### src/assert_macros.svh
// Assertion macros shared by the allocator modules.
// Include with the bare file name; no other dependencies.
`ifndef ASSERT_MACROS_SVH
`define ASSERT_MACROS_SVH

// Condition holds at every clock edge out of reset.
`define ASSERT_ALWAYS(lbl, clk, rst_n, expr, msg) \
    lbl: assert property (@(posedge clk) disable iff (!rst_n) (expr)) else $error(msg);

// Antecedent in one cycle implies consequent in the next.
`define ASSERT_NEXT(lbl, clk, rst_n, ante, cons, msg) \
    lbl: assert property (@(posedge clk) disable iff (!rst_n) (ante) |=> (cons)) else $error(msg);

`endif

### src/bfa_pkg.sv
// Shared types and constants for the best-fit heap allocator.
// No dependencies.
`timescale 1ns / 1ps

package bfa_pkg;

    localparam int MAX_FREE_DEF     = 64;
    localparam int MAX_USED_DEF     = 64;
    localparam int HEADER_BYTES_DEF = 32;

    localparam int CFG_IDX_W = 2;

    localparam logic [CFG_IDX_W-1:0] REG_HEAP_START = 2'd0;
    localparam logic [CFG_IDX_W-1:0] REG_HEAP_LIMIT = 2'd1;

    localparam logic [1:0] ST_OK         = 2'd0;
    localparam logic [1:0] ST_LIMIT      = 2'd1;
    localparam logic [1:0] ST_TABLE_FULL = 2'd2;
    localparam logic [1:0] ST_UNKNOWN    = 2'd3;

    localparam logic OP_ALLOC = 1'b0;
    localparam logic OP_FREE  = 1'b1;

    // Micro-operations issued by the controller to the datapath
    typedef enum logic [4:0] {
        CMD_NOP,
        CMD_LOAD,
        CMD_CHK,
        CMD_A_RD,
        CMD_A_CMP,
        CMD_A_REM,
        CMD_A_DEC,
        CMD_U_WR,
        CMD_U_RD,
        CMD_U_CMP,
        CMD_F_RD,
        CMD_F_CMP,
        CMD_F_DEC,
        CMD_UR_RD,
        CMD_UR_WR,
        CMD_F_MRG,
        CMD_RM,
        CMD_SD_RD,
        CMD_SD_WR,
        CMD_INS,
        CMD_SU_RD,
        CMD_SU_WR
    } cmd_t;

    // Datapath status seen by the controller
    typedef struct packed {
        logic is_alloc;
        logic used_full;
        logic addr_zero;
        logic uc_zero;
        logic fc_zero;
        logic last_free;
        logic last_used;
        logic used_hit;
        logic above;
        logic found;
        logic small_rem;
        logic over_limit;
        logic no_room;
        logic merge_prev;
        logic merge_next;
        logic rm_end;
        logic ins_end;
    } sts_t;

endpackage

### src/bfa_ctrl.sv
// Allocator sequencer: one-hot state machine issuing datapath commands.
// Depends on bfa_pkg and assert_macros.svh.
`timescale 1ns / 1ps
`include "assert_macros.svh"

module bfa_ctrl (
    input  logic          clk,
    input  logic          rst_n,
    input  logic          start,
    input  bfa_pkg::sts_t sts,
    output bfa_pkg::cmd_t cmd,
    output logic          busy,
    output logic          done
);

    typedef enum logic [21:0] {
        S_IDLE  = 22'h000001,
        S_CHK   = 22'h000002,
        S_A_RD  = 22'h000004,
        S_A_CMP = 22'h000008,
        S_A_REM = 22'h000010,
        S_A_DEC = 22'h000020,
        S_U_WR  = 22'h000040,
        S_U_RD  = 22'h000080,
        S_U_CMP = 22'h000100,
        S_F_RD  = 22'h000200,
        S_F_CMP = 22'h000400,
        S_F_DEC = 22'h000800,
        S_UR_RD = 22'h001000,
        S_UR_WR = 22'h002000,
        S_F_MRG = 22'h004000,
        S_RM    = 22'h008000,
        S_SD_RD = 22'h010000,
        S_SD_WR = 22'h020000,
        S_INS   = 22'h040000,
        S_SU_RD = 22'h080000,
        S_SU_WR = 22'h100000,
        S_DONE  = 22'h200000
    } state_t;

    state_t state_reg, state_next;

    always_ff @(posedge clk or negedge rst_n)
    begin
        if (!rst_n)
        begin
            state_reg <= S_IDLE;
        end
        else
        begin
            state_reg <= state_next;
        end
    end

    always_comb
    begin
        state_next = state_reg;
        cmd        = bfa_pkg::CMD_NOP;
        unique case (state_reg)
            S_IDLE:
            begin
                if (start)
                begin
                    cmd        = bfa_pkg::CMD_LOAD;
                    state_next = S_CHK;
                end
            end
            S_CHK:
            begin
                cmd = bfa_pkg::CMD_CHK;
                if (sts.is_alloc)
                begin
                    if (sts.used_full)     state_next = S_DONE;
                    else if (sts.fc_zero)  state_next = S_A_REM;
                    else                   state_next = S_A_RD;
                end
                else if (sts.addr_zero || sts.uc_zero)
                begin
                    state_next = S_DONE;
                end
                else
                begin
                    state_next = S_U_RD;
                end
            end
            S_A_RD:
            begin
                cmd        = bfa_pkg::CMD_A_RD;
                state_next = S_A_CMP;
            end
            S_A_CMP:
            begin
                cmd        = bfa_pkg::CMD_A_CMP;
                state_next = sts.last_free ? S_A_REM : S_A_RD;
            end
            S_A_REM:
            begin
                cmd        = bfa_pkg::CMD_A_REM;
                state_next = S_A_DEC;
            end
            S_A_DEC:
            begin
                cmd = bfa_pkg::CMD_A_DEC;
                if (sts.found && sts.small_rem)  state_next = S_RM;
                else if (sts.found)              state_next = S_U_WR;
                else if (sts.over_limit)         state_next = S_DONE;
                else                             state_next = S_U_WR;
            end
            S_U_WR:
            begin
                cmd        = bfa_pkg::CMD_U_WR;
                state_next = S_DONE;
            end
            S_U_RD:
            begin
                cmd        = bfa_pkg::CMD_U_RD;
                state_next = S_U_CMP;
            end
            S_U_CMP:
            begin
                cmd = bfa_pkg::CMD_U_CMP;
                if (sts.used_hit)        state_next = sts.fc_zero ? S_F_DEC : S_F_RD;
                else if (sts.last_used)  state_next = S_DONE;
                else                     state_next = S_U_RD;
            end
            S_F_RD:
            begin
                cmd        = bfa_pkg::CMD_F_RD;
                state_next = S_F_CMP;
            end
            S_F_CMP:
            begin
                cmd        = bfa_pkg::CMD_F_CMP;
                state_next = (sts.above || sts.last_free) ? S_F_DEC : S_F_RD;
            end
            S_F_DEC:
            begin
                cmd        = bfa_pkg::CMD_F_DEC;
                state_next = sts.no_room ? S_DONE : S_UR_RD;
            end
            S_UR_RD:
            begin
                cmd        = bfa_pkg::CMD_UR_RD;
                state_next = S_UR_WR;
            end
            S_UR_WR:
            begin
                cmd        = bfa_pkg::CMD_UR_WR;
                state_next = (sts.merge_prev || sts.merge_next) ? S_F_MRG : S_INS;
            end
            S_F_MRG:
            begin
                cmd        = bfa_pkg::CMD_F_MRG;
                state_next = (sts.merge_prev && sts.merge_next) ? S_RM : S_DONE;
            end
            S_RM:
            begin
                cmd = bfa_pkg::CMD_RM;
                if (sts.rm_end)  state_next = sts.is_alloc ? S_U_WR : S_DONE;
                else             state_next = S_SD_RD;
            end
            S_SD_RD:
            begin
                cmd        = bfa_pkg::CMD_SD_RD;
                state_next = S_SD_WR;
            end
            S_SD_WR:
            begin
                cmd        = bfa_pkg::CMD_SD_WR;
                state_next = S_RM;
            end
            S_INS:
            begin
                cmd        = bfa_pkg::CMD_INS;
                state_next = sts.ins_end ? S_DONE : S_SU_RD;
            end
            S_SU_RD:
            begin
                cmd        = bfa_pkg::CMD_SU_RD;
                state_next = S_SU_WR;
            end
            S_SU_WR:
            begin
                cmd        = bfa_pkg::CMD_SU_WR;
                state_next = S_INS;
            end
            S_DONE:
            begin
                state_next = S_IDLE;
            end
            default:
            begin
                state_next = S_IDLE;
            end
        endcase
    end

    assign busy = (state_reg != S_IDLE);
    assign done = (state_reg == S_DONE);

    `ASSERT_NEXT(a_accept_busy, clk, rst_n, start && !busy, busy && !done, "accepted transaction did not go busy")
    `ASSERT_NEXT(a_done_idle, clk, rst_n, done, !busy, "not idle after result strobe")

endmodule

### config.mk
export PLATFORM = sky130hd
export DESIGN_NAME = bfa_ctrl
export DESIGN_NICKNAME = d
export VERILOG_FILES = /design/src/bfa_pkg.sv /design/src/bfa_ctrl.sv
export VERILOG_INCLUDE_DIRS = /design/src /design/src/src
export SDC_FILE = /design/constraint.sdc
export NUM_CORES = 1
export LEC_CHECK = 0
export ABC_AREA = 1
export BUFFER_PORTS_ARGS = -buffer_cell sky130_fd_sc_hd__buf_4
export CORE_ASPECT_RATIO = 0.6
export CORE_MARGIN = 4
export CORE_UTILIZATION = 55
export CTS_CLUSTER_SIZE = 8
export DETAILED_ROUTE_END_ITERATION = 10
export PLACE_DENSITY_LB_ADDON = 0.12
export RECOVER_POWER = 100
export SLEW_MARGIN = 10
export SYNTH_ARGS = -nofsm -noshare
export SYNTH_HDL_FRONTEND = slang
export SYNTH_SLANG_ARGS = --single-unit
### constraint.sdc
create_clock -name clk -period 2.4 [get_ports clk]
set_clock_uncertainty 0.05 [all_clocks]
set_input_delay 0.12 -clock clk [delete_from_list [all_inputs] [get_ports clk]]
set_output_delay 0.12 -clock clk [all_outputs]
set_load 0.05 [all_outputs]
Word-level counts from Yosys, hierarchy flattened. Cells that the tools add are included.

Add/subtract/negate cells: 0. Multiply operators: 0. Div/mod/pow operators: 0. $lt $le $gt $ge: 0. Equality and inequality tests: 24. Shifts and indexed selects: 0. Muxes and demuxes: 22. Bitwise logic cells: 0. Reduce and logical (&&, ||, !) cells: 5.

Operator list (number): $pmux W22 S21 (1); $mux W22 (14); $pmux W5 S21 (1); $mux W12 (2); $eq A22 B1 Y1 const B (1); $eq A22 B10 Y1 const B (1); $eq A22 B11 Y1 const B (1); $eq A22 B12 Y1 const B (1); $eq A22 B13 Y1 const B (1); $eq A22 B14 Y1 const B (1); $eq A22 B15 Y1 const B (1); $eq A22 B16 Y1 const B (1); $eq A22 B17 Y1 const B (1); $eq A22 B18 Y1 const B (1); $eq A22 B19 Y1 const B (1); $eq A22 B2 Y1 const B (1); $eq A22 B20 Y1 const B (1); $eq A22 B21 Y1 const B (1); $eq A22 B22 Y1 const B (1); $eq A22 B3 Y1 const B (1); $eq A22 B4 Y1 const B (1); $eq A22 B5 Y1 const B (1); $eq A22 B6 Y1 const B (1); $eq A22 B7 Y1 const B (1); other kinds (9) (13).

Register bits after elaboration: 22. Latch bits: 0. Bits in writable memories: 0. ROM bits: 0. Bits of input ports: 20. Output and inout bits: 7. Logic and storage cells: 52. Memories kept: 0.

Logic depth before layout (Yosys ltp).
Depth after elaboration: 4. Depth in mapped cells: 11.

Worst setup path after synthesis. Ideal clock, no wire load.

Kind: register to output. Start point: register state_reg[9]. End point: output port done. Data arrival time: 2.540 ns. Slack: -0.310 ns. Stages on the path, launching flop included: 6. Buffers on the path: 0. Path through: dfrtp_1 > nor2_1 > nand2_2 > nor2_8 > nand2_2 > nor4b_1.

Cells in the longest elaborated chain, start to end: 1.

Ends and longest elaborated chain: from (decl) (RTL line bfa_ctrl.sv:41) `state_t state_reg, state_next;`; from (signal assigned) (RTL line bfa_ctrl.sv:51) `state_reg <= state_next;`; $eq A22 B22 Y1 (RTL line bfa_ctrl.sv:199) `assign done = (state_reg == S_DONE);`; to (decl) (RTL line bfa_ctrl.sv:13) `output logic done`.

Every way passes these cells.

Final worst setup path.
Start point: register state_reg[11]. End point: output port cmd[0].

Cells in the longest elaborated chain, start to end: 2.

Ends and longest elaborated chain: $eq A22 B21 Y1 (tied with other cells) (RTL line bfa_ctrl.sv:59) `unique case (state_reg)`; $pmux W5 S21 (*) (RTL line bfa_ctrl.sv:59); to (decl) (RTL line bfa_ctrl.sv:11) `output bfa_pkg::cmd_t cmd,`.

Every way passes the cells marked *; elsewhere a longest branch is shown, timed or not.

==> flow_summary_export.csv <==
group,metric,value,unit
final_layout,regArea,552,um2
yosys,syn_avg_cell_area,7.01,um2
grt,grt-ovfl-total,0,
job,maxCapViolCount,0,
final_layout,largest_reg_flops,22,
drt,firstDrtPassIters,4,
setup_path,worstReg2RegEnd,"state_reg[7]",
yosys,syn_nets,240,
setup_path,worstReg2RegStart,"state_reg[11]",
setup_path,r2r_setup_slack,280,ps
clocking,htreeDepth,1,
clocking,hold_buffers,6,
final_layout,layout_commonest_cell,"nand2_1",
clocking,cts_max_path_buffers,2,
power,ir_worst_vdd,0.438,mV
power,powerDensity,614,nW/um2
yosys,synth_cells,220,
grt,grt_pass1_wl,6.27,mm
clocking,cts.sinks,22,
sta,final.period_utilization,0.887,
clocking,cts-resized-gates,0,
power,leakage,1.01,nW
grt,antenna_found_initial,0,
yosys,synth_ff_type,"dfrtp_1",
yosys,synth_area_leaders,"dfrtp_1 34%, nand2_1 10%, nor2_1 9.0%",
drt,drtAntennaViolNets,0,
floorplan,die_height,49.0,um
floorplan,start_util,0.595,
final_layout,fillers,241,
final_layout,nets,277,
setup_path,crit_required,2230,ps
sta,rsz0062_at_grt,"false",
placement,port_buffers,26,
setup_path,critPathLaunchType,"register",
floorplan,core.rowCount,14,
clocking,cts_root_buf,"clkbuf_8",
sta,fmax,470,MHz
setup_path,crit_type,"register to primary output",
yosys,async_reset_ff_frac,1.00,
sta,worst_pin_slew,1280,ps
final_layout,multi_input_area,870,um2
placement,dp.final_hpwl,3.10,mm
yosys,synth_top_area_frac,0.341,
sta,hold-worst-slack,20.7,ps
setup_path,cp.arrival,1960,ps
yosys,syn_area,1540,um2
placement,gp_congestion,0.887,
final_layout,area_growth,21.8,%
final_layout,final_cell_mix,"44 x nand2_1, 37 x nor2_1, 31 x inv_1",
sta,max_slew_margin,0.150,
worst_hold_path,hold_end,"state_reg[18]",
sta,hold_viol_final,0,
sta,setup_viol,0,
yosys,seq_area_frac_synth,0.358,
yosys,synth-warning-count,0,
placement,preCtsSetupSlack,604,ps
yosys,synth_edf_count,0,
clocking,cts_tree,"built",
run_status,outcome,"complete, no violations",
setup_path,cp_max_fo,8,
floorplan,coreArea,2590,um2
worst_hold_path,holdPathStages,2,
final_layout,antenna_cells,0,
drt,post-route-drc-count,0,
yosys,synth-seq-cells,22,
drt,wire_per_inst,13.1,um
setup_path,reg2reg_depth,8,
sta,period_needed,2130,ps
sta,drv_slew,0,
drt,viasPerCell,5.23,
grt,grt_max_degree,23,
drt,drtIter0Drc,150,
drt,num_vias,1507,
sta,fin_tns_setup,0,ps
floorplan,dieArea,3740,um2
clocking,post_cts_buffers,0,
setup_path,crit_path_end_kind,"primary output",
floorplan,io_pins,27,
sta,layout_setup_ws,270,ps
clocking,cts_made_buffers,3,
drt,detail_route.wirelength,3.76,mm
clocking,clk_pin_slew,80,ps
clocking,clock_latency,260,ps
grt,grt_usage,0.210,
floorplan,die_w,76.3,um
worst_hold_path,hold_class,"input pin to register",
worst_hold_path,holdCritStartpoint,"sts[2]",
final_layout,drive_gt1_frac,0.230,
yosys,ys_types,27,
grt,grt_pass1_vias,1302,
yosys,yosysTopAreaCell,"dfrtp_1",
-- cell usage after synthesis (4+ instances only) --
| cell | number |
|---|---|
| nand2_2 | 6 |
| dfrtp_1 | 21 |
| nor3_1 | 9 |
| nor2_2 | 12 |
| inv_1 | 30 |
| nand2_1 | 43 |
| o21ai_1 | 4 |
| nand3_1 | 19 |
| nor2_1 | 37 |
| nor2_4 | 4 |
-- report_power, final --
part           internal [mW]  switching (mW)
Sequential             0.398          0.0173
Clock                  0.118           0.114
Combinational          0.153           0.353
Total                  0.669           0.484
-- critical path, stage by stage (launching register included) --
cell	delay [ps]
dfrtp_1	390
nor2_1	170
nand2_1	220
nor2_8	210
nand2_1	90
nor2_2	160
nor2_2	80
nand3_1	80
nor2_1	50
nand2_1	60
buf_4	190
-- cells by family after synthesis --
group | after synthesis | share of synthesized area
AND/OR/NAND/NOR | 149 | 0.498
AO/OA/AOI/OAI | 16 | 0.0633
buffers and inverters | 33 | 0.0804
flip-flops | 22 | 0.358
-- routing by layer --
metal | vias to the layer above | wire (um) | GRT usage | share of wire
li1 | 777 | - | - | -
met5 | - | 0 | 0 | 0
met4 | 0 | 13 | 0.0181 | 0.0035
met3 | 2 | 326 | 0.0572 | 0.087
met2 | 49 | 1590 | 0.312 | 0.42
met1 | 679 | 1840 | 0.316 | 0.49
-- how the worst max path moves through the flow --
stage                       start           end  slack (ps)  depth (start not counted)
finish              state_reg[11]        cmd[0]         270                         10
global route        state_reg[11]        cmd[0]          80                         10
CTS                  state_reg[2]  state_reg[7]         310                          8
detailed placement   state_reg[2]        cmd[0]         600                         10
global placement    state_reg[16]        cmd[0]         600                         10
floorplan            state_reg[9]          done         380                          5
-- per-stage QoR --
step / power [mW] / cell area, um2 / cells / util
floorplan: 0.789 / 1550 / 220 / -
global placement: 0.924 / 1780 / 278 / 0.688
detailed placement: 0.930 / 1780 / 278 / 0.688
CTS: 1.17 / 1890 / 288 / 0.728
global route: 1.24 / 1880 / 288 / 0.724
finish: 1.15 / 1880 / 288 / 0.724
-- area by class of cell --
cell class / count / area share
repair buffers: 32 / 0.131
inverters: 33 / 0.0660
well taps: 32 / 0.0213
flip-flops and latches: 22 / 0.294
clock buffers: 4 / 0.0240
multi-input cells: 165 / 0.463
(Power assumes the default switching activity.)
